## config.mk

```make
export PLATFORM = sky130hd
export DESIGN_NAME = nearest_ray_sphere_hit_unit
export DESIGN_NICKNAME = d
export VERILOG_FILES = /design/src/design/nrsh_pkg.sv /design/src/design/nearest_ray_sphere_hit_unit.sv /design/src/design/nrsh_mul.sv /design/src/design/nrsh_isqrt.sv
export VERILOG_INCLUDE_DIRS = /design/src /design/src/design
export SDC_FILE = /design/constraint.sdc
export NUM_CORES = 2
export LEC_CHECK = 0
export BUFFER_PORTS_ARGS = -buffer_cell sky130_fd_sc_hd__buf_4
export CAP_MARGIN = 15
export CORE_MARGIN = 5
export CORE_UTILIZATION = 50
export DETAILED_ROUTE_END_ITERATION = 8
export PLACE_DENSITY = 0.72
export SKIP_LAST_GASP = 1
export SLEW_MARGIN = 30
export SYNTH_ARGS = -nofsm -noshare
export SYNTH_HDL_FRONTEND = slang
export SYNTH_SLANG_ARGS = --single-unit
export TNS_END_PERCENT = 10
```

## constraint.sdc

```tcl
create_clock -name i_clk -period 18.85 [get_ports i_clk]
set_clock_uncertainty 0.15 [all_clocks]
set_input_delay 0.9425 -clock i_clk [delete_from_list [all_inputs] [get_ports i_clk]]
set_output_delay 0.9425 -clock i_clk [all_outputs]
set_load 0.01 [all_outputs]
```

## src/design/nearest_ray_sphere_hit_unit_defines.svh

```systemverilog
// Assertion macros for the nearest ray/sphere hit unit.
// Used by the top level only; needs i_clk and i_rst_n in scope.
`ifndef NEAREST_RAY_SPHERE_HIT_UNIT_DEFINES_SVH
`define NEAREST_RAY_SPHERE_HIT_UNIT_DEFINES_SVH
`ifndef SYNTHESIS
`define NRSH_ASSERT_IMP(lbl, ante, cons) \
    lbl: assert property (@(posedge i_clk) disable iff (!i_rst_n) (ante) |-> (cons)) \
        else $error("nrsh assertion failed");
`define NRSH_ASSERT_NEVER(lbl, cond) \
    lbl: assert property (@(posedge i_clk) disable iff (!i_rst_n) !(cond)) \
        else $error("nrsh assertion failed");
`else
`define NRSH_ASSERT_IMP(lbl, ante, cons)
`define NRSH_ASSERT_NEVER(lbl, cond)
`endif
`endif

```

## src/design/nrsh_pkg.sv

```systemverilog
// Package of the nearest ray/sphere hit unit: widths, codes, payload types.
// No dependencies.
`default_nettype none
package nrsh_pkg;

    localparam int COORD_W   = 32;
    localparam int ID_W      = 16;
    localparam int DIR_W     = 16;
    localparam int RAD_W     = 31;
    localparam int DIST_W    = 31;
    localparam int OC_W      = COORD_W + 1;
    localparam int MW        = 36;
    localparam int PW        = 2 * MW;
    localparam int MUL_CNT_W = $clog2(MW + 1);
    localparam int BS_W      = 50;
    localparam int B_W       = 37;
    localparam int C_W       = 68;
    localparam int DISC_W    = 74;
    localparam int S_W       = DISC_W / 2;
    localparam int SQ_CNT_W  = $clog2(S_W + 1);
    localparam int REM_W     = S_W + 2;
    localparam int T_W       = 39;
    localparam int CFG_IDX_W = 3;
    localparam int B_SHIFT   = 14;

    localparam logic [DIST_W-1:0] DIST_MAX = {DIST_W{1'b1}};

    localparam logic [CFG_IDX_W-1:0] CFG_ORIGIN_X = 3'd0;
    localparam logic [CFG_IDX_W-1:0] CFG_ORIGIN_Y = 3'd1;
    localparam logic [CFG_IDX_W-1:0] CFG_ORIGIN_Z = 3'd2;
    localparam logic [CFG_IDX_W-1:0] CFG_DIR_X    = 3'd3;
    localparam logic [CFG_IDX_W-1:0] CFG_DIR_Y    = 3'd4;
    localparam logic [CFG_IDX_W-1:0] CFG_DIR_Z    = 3'd5;

    localparam logic signed [DIR_W-1:0] DIR_Z_RESET = -16'sd16384;

    typedef enum logic [2:0] {
        S_IDLE, S_MUL_GO, S_MUL_WAIT, S_CULL, S_SQRT_GO, S_SQRT_WAIT, S_DONE
    } t_state;

    typedef enum logic [2:0] {
        OP_BX, OP_BY, OP_BZ, OP_SQX, OP_SQY, OP_SQZ, OP_R2, OP_B2
    } t_op;

    typedef struct packed {
        logic signed [COORD_W-1:0] center_x;
        logic signed [COORD_W-1:0] center_y;
        logic signed [COORD_W-1:0] center_z;
        logic [RAD_W-1:0]          radius;
        logic [ID_W-1:0]           object_id;
        logic                      skip;
        logic                      last;
    } t_in;

    typedef struct packed {
        logic              hit_found;
        logic [ID_W-1:0]   hit_id;
        logic [DIST_W-1:0] hit_distance;
    } t_out;

    typedef struct packed {
        logic          start;
        logic [MW-1:0] a;
        logic [MW-1:0] b;
    } t_mul_req;

    typedef struct packed {
        logic          done;
        logic [PW-1:0] p;
    } t_mul_rsp;

    typedef struct packed {
        logic              start;
        logic [DISC_W-1:0] rad;
    } t_sqrt_req;

    typedef struct packed {
        logic           done;
        logic [S_W-1:0] root;
    } t_sqrt_rsp;

endpackage
`default_nettype wire

```

## src/design/nearest_ray_sphere_hit_unit.sv

```systemverilog
// Top level of the nearest ray/sphere hit unit: sequencer, accumulators, running minimum.
// Depends on nrsh_pkg, nrsh_mul, nrsh_isqrt and nearest_ray_sphere_hit_unit_defines.svh.
//
// Usage: write the ray origin (Q16.16) and unit direction (Q2.14) through i_cfg_we,
// i_cfg_index and i_cfg_wdata while the unit is idle; writes take effect at once.
// A candidate sphere transaction on i_data is taken at a clock edge with start high
// and busy low. busy stays high while the candidate is worked on.
// Per candidate: a skipped one goes straight to the done state.
// Otherwise seven products (b terms, squared offsets, radius squared) run on the
// shared bit-serial 36x36 multiplier, one after another; a sphere culled there
// ends. Then come b squared and the 37-step square root, which is not started
// when there is no real root.
// On a candidate marked last, o_result_valid pulses for one cycle, the first cycle
// after busy falls, with hit_found, hit_id and hit_distance, and the running minimum
// is cleared. The receiver cannot stall; the result is flagged valid for exactly that
// one cycle.
// Reset (synchronous, active low) returns the ray to origin zero, direction
// minus z, and clears the running minimum.
`default_nettype none
`include "nearest_ray_sphere_hit_unit_defines.svh"
module nearest_ray_sphere_hit_unit (
    input  logic                                i_clk,
    input  logic                                i_rst_n,
    input  logic                                start,
    output logic                                busy,
    input  nrsh_pkg::t_in                       i_data,
    output logic                                o_result_valid,
    output nrsh_pkg::t_out                      o_result,
    input  logic                                i_cfg_we,
    input  logic [nrsh_pkg::CFG_IDX_W-1:0]      i_cfg_index,
    input  logic [nrsh_pkg::COORD_W-1:0]        i_cfg_wdata
);
    localparam int CW   = nrsh_pkg::COORD_W;
    localparam int DW   = nrsh_pkg::DIR_W;
    localparam int OCW  = nrsh_pkg::OC_W;
    localparam int MW   = nrsh_pkg::MW;
    localparam int BSW  = nrsh_pkg::BS_W;
    localparam int BW   = nrsh_pkg::B_W;
    localparam int CCW  = nrsh_pkg::C_W;
    localparam int DSW  = nrsh_pkg::DISC_W;
    localparam int TW   = nrsh_pkg::T_W;
    localparam int DSTW = nrsh_pkg::DIST_W;

    nrsh_pkg::t_state r_state, n_state;
    nrsh_pkg::t_op    r_op;
    nrsh_pkg::t_in    r_item;

    logic signed [CW-1:0] r_org [3];
    logic signed [DW-1:0] r_dir [3];

    logic signed [BSW-1:0]    r_bsum;
    logic signed [CCW-1:0]    r_c;
    logic [nrsh_pkg::PW-1:0]  r_b2;
    logic                     r_cand;
    logic [DSTW-1:0]          r_tq;

    logic [DSTW-1:0]          r_best_d;
    logic [nrsh_pkg::ID_W-1:0] r_best_id;
    logic                     r_any;

    nrsh_pkg::t_mul_req  mul_req;
    nrsh_pkg::t_mul_rsp  mul_rsp;
    nrsh_pkg::t_sqrt_req sq_req;
    nrsh_pkg::t_sqrt_rsp sq_rsp;

    logic signed [CW-1:0]  cen [3];
    logic signed [OCW-1:0] oc [3];
    logic [OCW-1:0]        oc_mag [3];
    logic [DW-1:0]         d_mag [3];
    logic                  term_neg;

    logic signed [BW-1:0]  b_val;
    logic [MW-1:0]         b_mag;
    logic                  b_pos;
    logic                  c_pos;
    logic signed [DSW-1:0] disc;
    logic                  disc_neg;

    logic signed [TW-1:0]  nb;
    logic signed [TW-1:0]  s_ext;
    logic signed [TW-1:0]  t_near;
    logic signed [TW-1:0]  t_far;
    logic signed [TW-1:0]  t_sel;
    logic                  t_ok;
    logic [DSTW-1:0]       t_sat;

    logic                  hit;
    logic [DSTW-1:0]       n_best_d;
    logic [nrsh_pkg::ID_W-1:0] n_best_id;
    logic                  n_any;
    logic                  accept;

    assign accept = start && !busy;

    // configuration
    always_ff @(posedge i_clk) begin
        if (!i_rst_n) begin
            r_org[0] <= '0;
            r_org[1] <= '0;
            r_org[2] <= '0;
            r_dir[0] <= '0;
            r_dir[1] <= '0;
            r_dir[2] <= nrsh_pkg::DIR_Z_RESET;
        end else if (i_cfg_we) begin
            unique case (i_cfg_index)
                nrsh_pkg::CFG_ORIGIN_X: r_org[0] <= i_cfg_wdata;
                nrsh_pkg::CFG_ORIGIN_Y: r_org[1] <= i_cfg_wdata;
                nrsh_pkg::CFG_ORIGIN_Z: r_org[2] <= i_cfg_wdata;
                nrsh_pkg::CFG_DIR_X:    r_dir[0] <= i_cfg_wdata[DW-1:0];
                nrsh_pkg::CFG_DIR_Y:    r_dir[1] <= i_cfg_wdata[DW-1:0];
                nrsh_pkg::CFG_DIR_Z:    r_dir[2] <= i_cfg_wdata[DW-1:0];
                default: ;
            endcase
        end
    end

    assign cen[0] = r_item.center_x;
    assign cen[1] = r_item.center_y;
    assign cen[2] = r_item.center_z;

    always_comb begin
        for (int i = 0; i < 3; i++) begin
            oc[i]     = OCW'(r_org[i]) - OCW'(cen[i]);
            oc_mag[i] = oc[i][OCW-1] ? OCW'(-oc[i]) : OCW'(oc[i]);
            d_mag[i]  = r_dir[i][DW-1] ? DW'(-r_dir[i]) : DW'(r_dir[i]);
        end
    end

    assign b_val    = BW'(r_bsum >>> nrsh_pkg::B_SHIFT);
    assign b_mag    = b_val[BW-1] ? MW'(-b_val) : MW'(b_val);
    assign b_pos    = !b_val[BW-1] && (b_val != '0);
    assign c_pos    = !r_c[CCW-1] && (r_c != '0);
    assign disc     = $signed(DSW'(r_b2)) - DSW'(r_c);
    assign disc_neg = disc[DSW-1];

    // operand select for the shared multiplier
    always_comb begin
        mul_req.a = '0;
        mul_req.b = '0;
        term_neg  = 1'b0;
        unique case (r_op)
            nrsh_pkg::OP_BX: begin
                mul_req.a = MW'(oc_mag[0]);
                mul_req.b = MW'(d_mag[0]);
                term_neg  = oc[0][OCW-1] ^ r_dir[0][DW-1];
            end
            nrsh_pkg::OP_BY: begin
                mul_req.a = MW'(oc_mag[1]);
                mul_req.b = MW'(d_mag[1]);
                term_neg  = oc[1][OCW-1] ^ r_dir[1][DW-1];
            end
            nrsh_pkg::OP_BZ: begin
                mul_req.a = MW'(oc_mag[2]);
                mul_req.b = MW'(d_mag[2]);
                term_neg  = oc[2][OCW-1] ^ r_dir[2][DW-1];
            end
            nrsh_pkg::OP_SQX: begin
                mul_req.a = MW'(oc_mag[0]);
                mul_req.b = MW'(oc_mag[0]);
            end
            nrsh_pkg::OP_SQY: begin
                mul_req.a = MW'(oc_mag[1]);
                mul_req.b = MW'(oc_mag[1]);
            end
            nrsh_pkg::OP_SQZ: begin
                mul_req.a = MW'(oc_mag[2]);
                mul_req.b = MW'(oc_mag[2]);
            end
            nrsh_pkg::OP_R2: begin
                mul_req.a = MW'(r_item.radius);
                mul_req.b = MW'(r_item.radius);
            end
            nrsh_pkg::OP_B2: begin
                mul_req.a = b_mag;
                mul_req.b = b_mag;
            end
            default: ;
        endcase
    end

    // roots from the square root result
    assign nb     = -TW'(b_val);
    assign s_ext  = $signed(TW'(sq_rsp.root));
    assign t_near = nb - s_ext;
    assign t_far  = nb + s_ext;
    assign t_sel  = t_near[TW-1] ? t_far : t_near;
    assign t_ok   = !t_sel[TW-1];
    assign t_sat  = (t_sel[TW-2:DSTW] != '0) ? nrsh_pkg::DIST_MAX : t_sel[DSTW-1:0];

    assign sq_req.rad = DSW'(disc);

    nrsh_mul u_mul (
        .i_clk   (i_clk),
        .i_rst_n (i_rst_n),
        .i_req   (mul_req),
        .o_rsp   (mul_rsp)
    );

    nrsh_isqrt u_isqrt (
        .i_clk   (i_clk),
        .i_rst_n (i_rst_n),
        .i_req   (sq_req),
        .o_rsp   (sq_rsp)
    );

    // next state
    always_comb begin
        n_state = r_state;
        unique case (r_state)
            nrsh_pkg::S_IDLE: begin
                if (start) n_state = i_data.skip ? nrsh_pkg::S_DONE : nrsh_pkg::S_MUL_GO;
            end
            nrsh_pkg::S_MUL_GO: n_state = nrsh_pkg::S_MUL_WAIT;
            nrsh_pkg::S_MUL_WAIT: begin
                if (mul_rsp.done) begin
                    if (r_op == nrsh_pkg::OP_R2) n_state = nrsh_pkg::S_CULL;
                    else if (r_op == nrsh_pkg::OP_B2) n_state = nrsh_pkg::S_SQRT_GO;
                    else n_state = nrsh_pkg::S_MUL_GO;
                end
            end
            nrsh_pkg::S_CULL: begin
                n_state = (c_pos && b_pos) ? nrsh_pkg::S_DONE : nrsh_pkg::S_MUL_GO;
            end
            nrsh_pkg::S_SQRT_GO: begin
                n_state = disc_neg ? nrsh_pkg::S_DONE : nrsh_pkg::S_SQRT_WAIT;
            end
            nrsh_pkg::S_SQRT_WAIT: begin
                if (sq_rsp.done) n_state = nrsh_pkg::S_DONE;
            end
            nrsh_pkg::S_DONE: n_state = nrsh_pkg::S_IDLE;
            default: n_state = nrsh_pkg::S_IDLE;
        endcase
    end

    // state outputs
    always_comb begin
        busy          = 1'b1;
        mul_req.start = 1'b0;
        sq_req.start  = 1'b0;
        unique case (r_state)
            nrsh_pkg::S_IDLE:      busy = 1'b0;
            nrsh_pkg::S_MUL_GO:    mul_req.start = 1'b1;
            nrsh_pkg::S_SQRT_GO:   sq_req.start = !disc_neg;
            default: ;
        endcase
    end

    always_ff @(posedge i_clk) begin
        if (!i_rst_n) r_state <= nrsh_pkg::S_IDLE;
        else          r_state <= n_state;
    end

    // per-candidate datapath
    always_ff @(posedge i_clk) begin
        if (accept) begin
            r_item <= i_data;
            r_op   <= nrsh_pkg::OP_BX;
            r_bsum <= '0;
            r_c    <= '0;
            r_cand <= 1'b0;
        end
        if (r_state == nrsh_pkg::S_MUL_WAIT && mul_rsp.done) begin
            case (r_op) inside
                nrsh_pkg::OP_BX, nrsh_pkg::OP_BY, nrsh_pkg::OP_BZ: begin
                    r_bsum <= term_neg ? r_bsum - $signed(BSW'(mul_rsp.p))
                                       : r_bsum + $signed(BSW'(mul_rsp.p));
                end
                nrsh_pkg::OP_SQX, nrsh_pkg::OP_SQY, nrsh_pkg::OP_SQZ: begin
                    r_c <= r_c + $signed(CCW'(mul_rsp.p));
                end
                nrsh_pkg::OP_R2: r_c <= r_c - $signed(CCW'(mul_rsp.p));
                default: r_b2 <= mul_rsp.p;
            endcase
            if (r_op != nrsh_pkg::OP_R2 && r_op != nrsh_pkg::OP_B2) begin
                r_op <= nrsh_pkg::t_op'(3'(r_op) + 3'd1);
            end
        end
        if (r_state == nrsh_pkg::S_CULL) r_op <= nrsh_pkg::OP_B2;
        if (r_state == nrsh_pkg::S_SQRT_WAIT && sq_rsp.done) begin
            r_cand <= t_ok;
            r_tq   <= t_sat;
        end
    end

    // running minimum, earlier candidate wins ties
    assign hit       = (r_state == nrsh_pkg::S_DONE) && r_cand && (r_tq < r_best_d);
    assign n_best_d  = hit ? r_tq : r_best_d;
    assign n_best_id = hit ? r_item.object_id : r_best_id;
    assign n_any     = hit | r_any;

    always_ff @(posedge i_clk) begin
        if (!i_rst_n) begin
            r_best_d       <= nrsh_pkg::DIST_MAX;
            r_best_id      <= '0;
            r_any          <= 1'b0;
            o_result_valid <= 1'b0;
        end else begin
            o_result_valid <= 1'b0;
            if (r_state == nrsh_pkg::S_DONE) begin
                if (r_item.last) begin
                    o_result_valid <= 1'b1;
                    r_best_d       <= nrsh_pkg::DIST_MAX;
                    r_best_id      <= '0;
                    r_any          <= 1'b0;
                end else begin
                    r_best_d  <= n_best_d;
                    r_best_id <= n_best_id;
                    r_any     <= n_any;
                end
            end
        end
    end

    always_ff @(posedge i_clk) begin
        if (r_state == nrsh_pkg::S_DONE && r_item.last) begin
            o_result.hit_found    <= n_any;
            o_result.hit_id       <= n_any ? n_best_id : '0;
            o_result.hit_distance <= n_best_d;
        end
    end

    `NRSH_ASSERT_IMP(a_result_after_work, o_result_valid, $past(busy))
    `NRSH_ASSERT_NEVER(a_miss_id_zero, o_result_valid && !o_result.hit_found && o_result.hit_id != '0)
    `NRSH_ASSERT_NEVER(a_miss_dist_max, o_result_valid && !o_result.hit_found && o_result.hit_distance != nrsh_pkg::DIST_MAX)
    `NRSH_ASSERT_IMP(a_any_clears_on_emit, o_result_valid, !r_any && r_best_d == nrsh_pkg::DIST_MAX)
endmodule
`default_nettype wire

```

## src/design/nrsh_mul.sv

```systemverilog
// Bit-serial unsigned shift-add multiplier, one multiplier bit per cycle.
// Depends on nrsh_pkg.
`default_nettype none
module nrsh_mul (
    input  logic              i_clk,
    input  logic              i_rst_n,
    input  nrsh_pkg::t_mul_req i_req,
    output nrsh_pkg::t_mul_rsp o_rsp
);
    localparam int MW = nrsh_pkg::MW;
    localparam int PW = nrsh_pkg::PW;

    logic [PW-1:0]                  r_acc;
    logic [MW-1:0]                  r_a;
    logic [nrsh_pkg::MUL_CNT_W-1:0] r_cnt;
    logic                           r_busy;
    logic                           r_done;
    logic [MW:0]                    step_sum;

    assign step_sum = {1'b0, r_acc[PW-1:MW]} + (r_acc[0] ? {1'b0, r_a} : '0);

    always_ff @(posedge i_clk) begin
        if (!i_rst_n) begin
            r_busy <= 1'b0;
            r_done <= 1'b0;
            r_cnt  <= '0;
        end else begin
            r_done <= 1'b0;
            if (i_req.start) begin
                r_busy <= 1'b1;
                r_cnt  <= nrsh_pkg::MUL_CNT_W'(MW);
            end else if (r_busy) begin
                r_cnt <= r_cnt - 1'b1;
                if (r_cnt == nrsh_pkg::MUL_CNT_W'(1)) begin
                    r_busy <= 1'b0;
                    r_done <= 1'b1;
                end
            end
        end
    end

    always_ff @(posedge i_clk) begin
        if (i_req.start) begin
            r_acc <= {{MW{1'b0}}, i_req.b};
            r_a   <= i_req.a;
        end else if (r_busy) begin
            r_acc <= {step_sum, r_acc[MW-1:1]};
        end
    end

    assign o_rsp.done = r_done;
    assign o_rsp.p    = r_acc;
endmodule
`default_nettype wire

```

## src/design/nrsh_isqrt.sv

```systemverilog
// Restoring floor square root, one result bit per cycle.
// Depends on nrsh_pkg.
`default_nettype none
module nrsh_isqrt (
    input  logic                i_clk,
    input  logic                i_rst_n,
    input  nrsh_pkg::t_sqrt_req i_req,
    output nrsh_pkg::t_sqrt_rsp o_rsp
);
    localparam int DW = nrsh_pkg::DISC_W;
    localparam int SW = nrsh_pkg::S_W;
    localparam int RW = nrsh_pkg::REM_W;

    logic [DW-1:0]                 r_rad;
    logic [RW-1:0]                 r_rem;
    logic [SW-1:0]                 r_root;
    logic [nrsh_pkg::SQ_CNT_W-1:0] r_cnt;
    logic                          r_busy;
    logic                          r_done;
    logic [RW-1:0]                 rem_sh;
    logic [RW-1:0]                 trial;
    logic                          take;

    assign rem_sh = {r_rem[RW-3:0], r_rad[DW-1:DW-2]};
    assign trial  = {r_root, 2'b01};
    assign take   = rem_sh >= trial;

    always_ff @(posedge i_clk) begin
        if (!i_rst_n) begin
            r_busy <= 1'b0;
            r_done <= 1'b0;
            r_cnt  <= '0;
        end else begin
            r_done <= 1'b0;
            if (i_req.start) begin
                r_busy <= 1'b1;
                r_cnt  <= nrsh_pkg::SQ_CNT_W'(SW);
            end else if (r_busy) begin
                r_cnt <= r_cnt - 1'b1;
                if (r_cnt == nrsh_pkg::SQ_CNT_W'(1)) begin
                    r_busy <= 1'b0;
                    r_done <= 1'b1;
                end
            end
        end
    end

    always_ff @(posedge i_clk) begin
        if (i_req.start) begin
            r_rad  <= i_req.rad;
            r_rem  <= '0;
            r_root <= '0;
        end else if (r_busy) begin
            r_rad  <= {r_rad[DW-3:0], 2'b00};
            r_rem  <= take ? rem_sh - trial : rem_sh;
            r_root <= {r_root[SW-2:0], take};
        end
    end

    assign o_rsp.done = r_done;
    assign o_rsp.root = r_root;
endmodule
`default_nettype wire
```

==> impl_metrics.tcl <==
set metrics [dict create \
    rows 134 \
    cpMostUsedCell "o21ai_0" \
    maxCapViolations 0 \
    ff_latch_area_mm2 0.0236 \
    core_mm2 0.133 \
    ctsHtreeMaxLevel 3 \
    status "finished clean" \
    rsz0062_at_grt "no" \
    yosysWarnings 0 \
    hpwlAfterDp_um 187000 \
    swShare 0.485 \
    ios 234 \
    synth_cell_types 103 \
    cp.required_ns 19.26 \
    grt_overflow 0 \
    cell_internal_pwr_uw 6530 \
    die_h_um 377 \
    grt_util_all_layers 0.324 \
    die_w_um 377 \
    cts_sinks 885 \
    dieArea_mm2 0.142 \
    syn2layout_area_growth_pct 10.7 \
    avgRoutedWirePerCell_um 24.8 \
    synth_edf_count 586 \
    synth_nets 8488 \
    arrival_ns 10.21 \
    synth_area_per_cell_um2 8.68 \
    cp_slowest_cell "o41ai_1" \
    crit_start "cen[0]$_DFFE_PP_" \
    ctsHoldBuffers 0 \
    period_share 0.520 \
    cts_buffer_depth 3 \
    power_density_mw_per_mm2 170 \
    grt_pass1_vias 57405 \
    grt_max_degree 101 \
    cts_made_buffers 102 \
    tightestPinTransition_ns 1.02 \
    critPathLaunchType "flop" \
    power_frac_seq 0.231 \
    period_minus_slack_ns 9.79 \
    fmax_mhz 102 \
    vias 61237 \
    timing.slew.headroom 0.322 \
    cts_tree "yes" \
    maxSlewViolCount 0 \
    drive_gt1_frac 0.0827 \
    ys_async_sr_fraction 0 \
    final_hold_viol_count 0 \
    synthesis.area_mm2 0.0672 \
    seq_area_frac_synth 0.351 \
    syn_inst 7742 \
    port_buffers 233 \
    path_max_fanout 25 \
    critPathCaptureType "flop" \
    initial_utilization 0.503 \
    grt_pass1_wl_um 356000 \
    cts_resized 0 \
    vias_per_cell 6.33 \
    setup_tns_ns 0 \
    ir_drop_mv 0.291 \
    drc 0 \
    setup_viol 0 \
    synth_seq_cells 885 \
    multiInputGateArea_mm2 0.0403 \
    wl_um 240000 \
    cts_setup_buffers 0 \
    clkPwrFrac 0.171 \
    antenna_found_initial 4 \
    postRouteAntennaNets 0 \
    max_stage_delay_ns 0.85 \
    clk_pin_slew_ns 0.07 \
    dr.pass1.iters 7 \
    leakage_uw 0.0303 \
    n_fill_cell 12213 \
    p_switching_uw 6140 \
    cts-root-buf "clkbuf_16" \
    holdCritPathClass "in -> reg" \
    hold_start "i_data[123]" \
    crit-reg2reg-launch "cen[0]$_DFFE_PP_" \
    ys.flop_type "edfxtp_1" \
    nets 8564 \
    path_class "reg -> reg" \
    final_core_util 0.557 \
    initialDrtViolationCount 6653 \
    place_congestion 1.05 \
    comb_power_share 0.598 \
    insertion_delay_ns 0.73 \
]
-- cell families after synthesis --
group | synth area share
DFF | 0.351
adders and majority gates | 0.106
AOI/OAI and AO/OA | 0.238
and+or+nand+nor | 0.163
xor gates and xnor gates | 0.0705
buffers and inverters | 0.0508
muxes | 0.0214
-- final cells by class --
class | count | area share
multi-input combinational | 5958 | 0.542
sequential | 885 | 0.317
clock buffer | 131 | 0.0384
timing repair buffer | 324 | 0.0336
tap | 1768 | 0.0297
inverter | 547 | 0.0277
clock inverter | 62 | 0.0110
antenna | 4 | 0.000135
-- layout by cell type (no fill, tap or decap), types with 131 or more instances in the layout --
master,instances
a21oi_1,725
nor2_1,637
edfxtp_1,586
ha_1,552
inv_1,540
nand2_1,528
o21ai_0,528
xnor2_1,335
buf_4,317
dfxtp_1,297
nand3_1,217
a21o_1,213
xor2_1,206
nor3_1,131
-- final timing paths --
kind,endpoint,slack [ns],depth (start not counted)
worst max-delay path,r_bsum[47]$_DFF_P_,9.06,31
worst min-delay path,cen[74]$_DFFE_PP_,0.24,1
worst max register to register,r_bsum[47]$_DFF_P_,9.06,31
worst min register to register,r_best_id[3]$_SDFFE_PN0N_,0.32,2
-- through the flow --
step / setup slack (ns) / cells / instance area [µm²] / hold WS (ns) / total power [µW]
final: 9.06 / 9679 / 74400 / 0.237 / 12700
after global routing: 8.39 / 9675 / 74400 / 0.221 / 13300
after CTS: 9.32 / 9672 / 74300 / 0.198 / 12500
after detailed placement: 9.37 / 9479 / 70700 / 0.311 / 10300
after global placement: 9.54 / 9476 / 70600 / 0.303 / 10200
after floorplan: 12.12 / 7742 / 67200 / 0.281 / 8020
-- synthesized netlist by cell type, types with 126 or more instances --
cell type | count | area (µm²)
xnor2_1 | 335 | 2930
clkbuf_1 | 315 | 1180
nand2_1 | 533 | 2000
xor2_1 | 206 | 1800
o21ai_0 | 534 | 2670
dfxtp_1 | 299 | 5990
nor2_1 | 644 | 2420
nand3_1 | 218 | 1090
nand2b_1 | 126 | 788
a21o_1 | 213 | 1600
edfxtp_1 | 586 | 17600
nor3_1 | 131 | 656
inv_1 | 541 | 2030
a21oi_1 | 726 | 3630
ha_1 | 552 | 6910
-- critical path, delay by kind of cell, from the launching register on --
family | cells | cell delay [ns]
AO/OA/AOI/OAI | 18 | 6.13
XOR/XNOR | 2 | 0.26
adder cells (fa/ha/maj) | 3 | 0.68
buffers and inverters | 4 | 0.84
flip-flops | 1 | 0.38
multiplexers | 1 | 0.33
AND/OR/NAND/NOR | 3 | 0.84
-- power groups by stage --
stage	registers [µW]	logic, µW	clock network (µW)
CTS	2920	7410	2190
floorplan	2850	5170	0
detailed placement	2960	7360	0
global route	2960	8120	2280
global placement	2950	7300	0
finish	2930	7570	2170
-- registers in the layout, indices dropped and copies added, names as in the netlist, 36 cells and up --
name	flops
cen	96
r_org	96
u_isqrt.r_rad	74
r_b2	72
u_mul.r_acc	72
r_c	68
r_bsum	50
o_result	48
r_dir	48
r_item	48
u_isqrt.r_rem	37
u_isqrt.r_root	37
u_mul.r_a	36
-- metal layers --
metal  routed length, µm  track usage  vias up
li1                    -            -    28546
met1              101000        0.433    29309
met2              103000        0.492     2852
met3               21500       0.0672      526
met4               15600        0.178        4
met5                  92      0.00404        -
(Power assumes the default switching activity.)
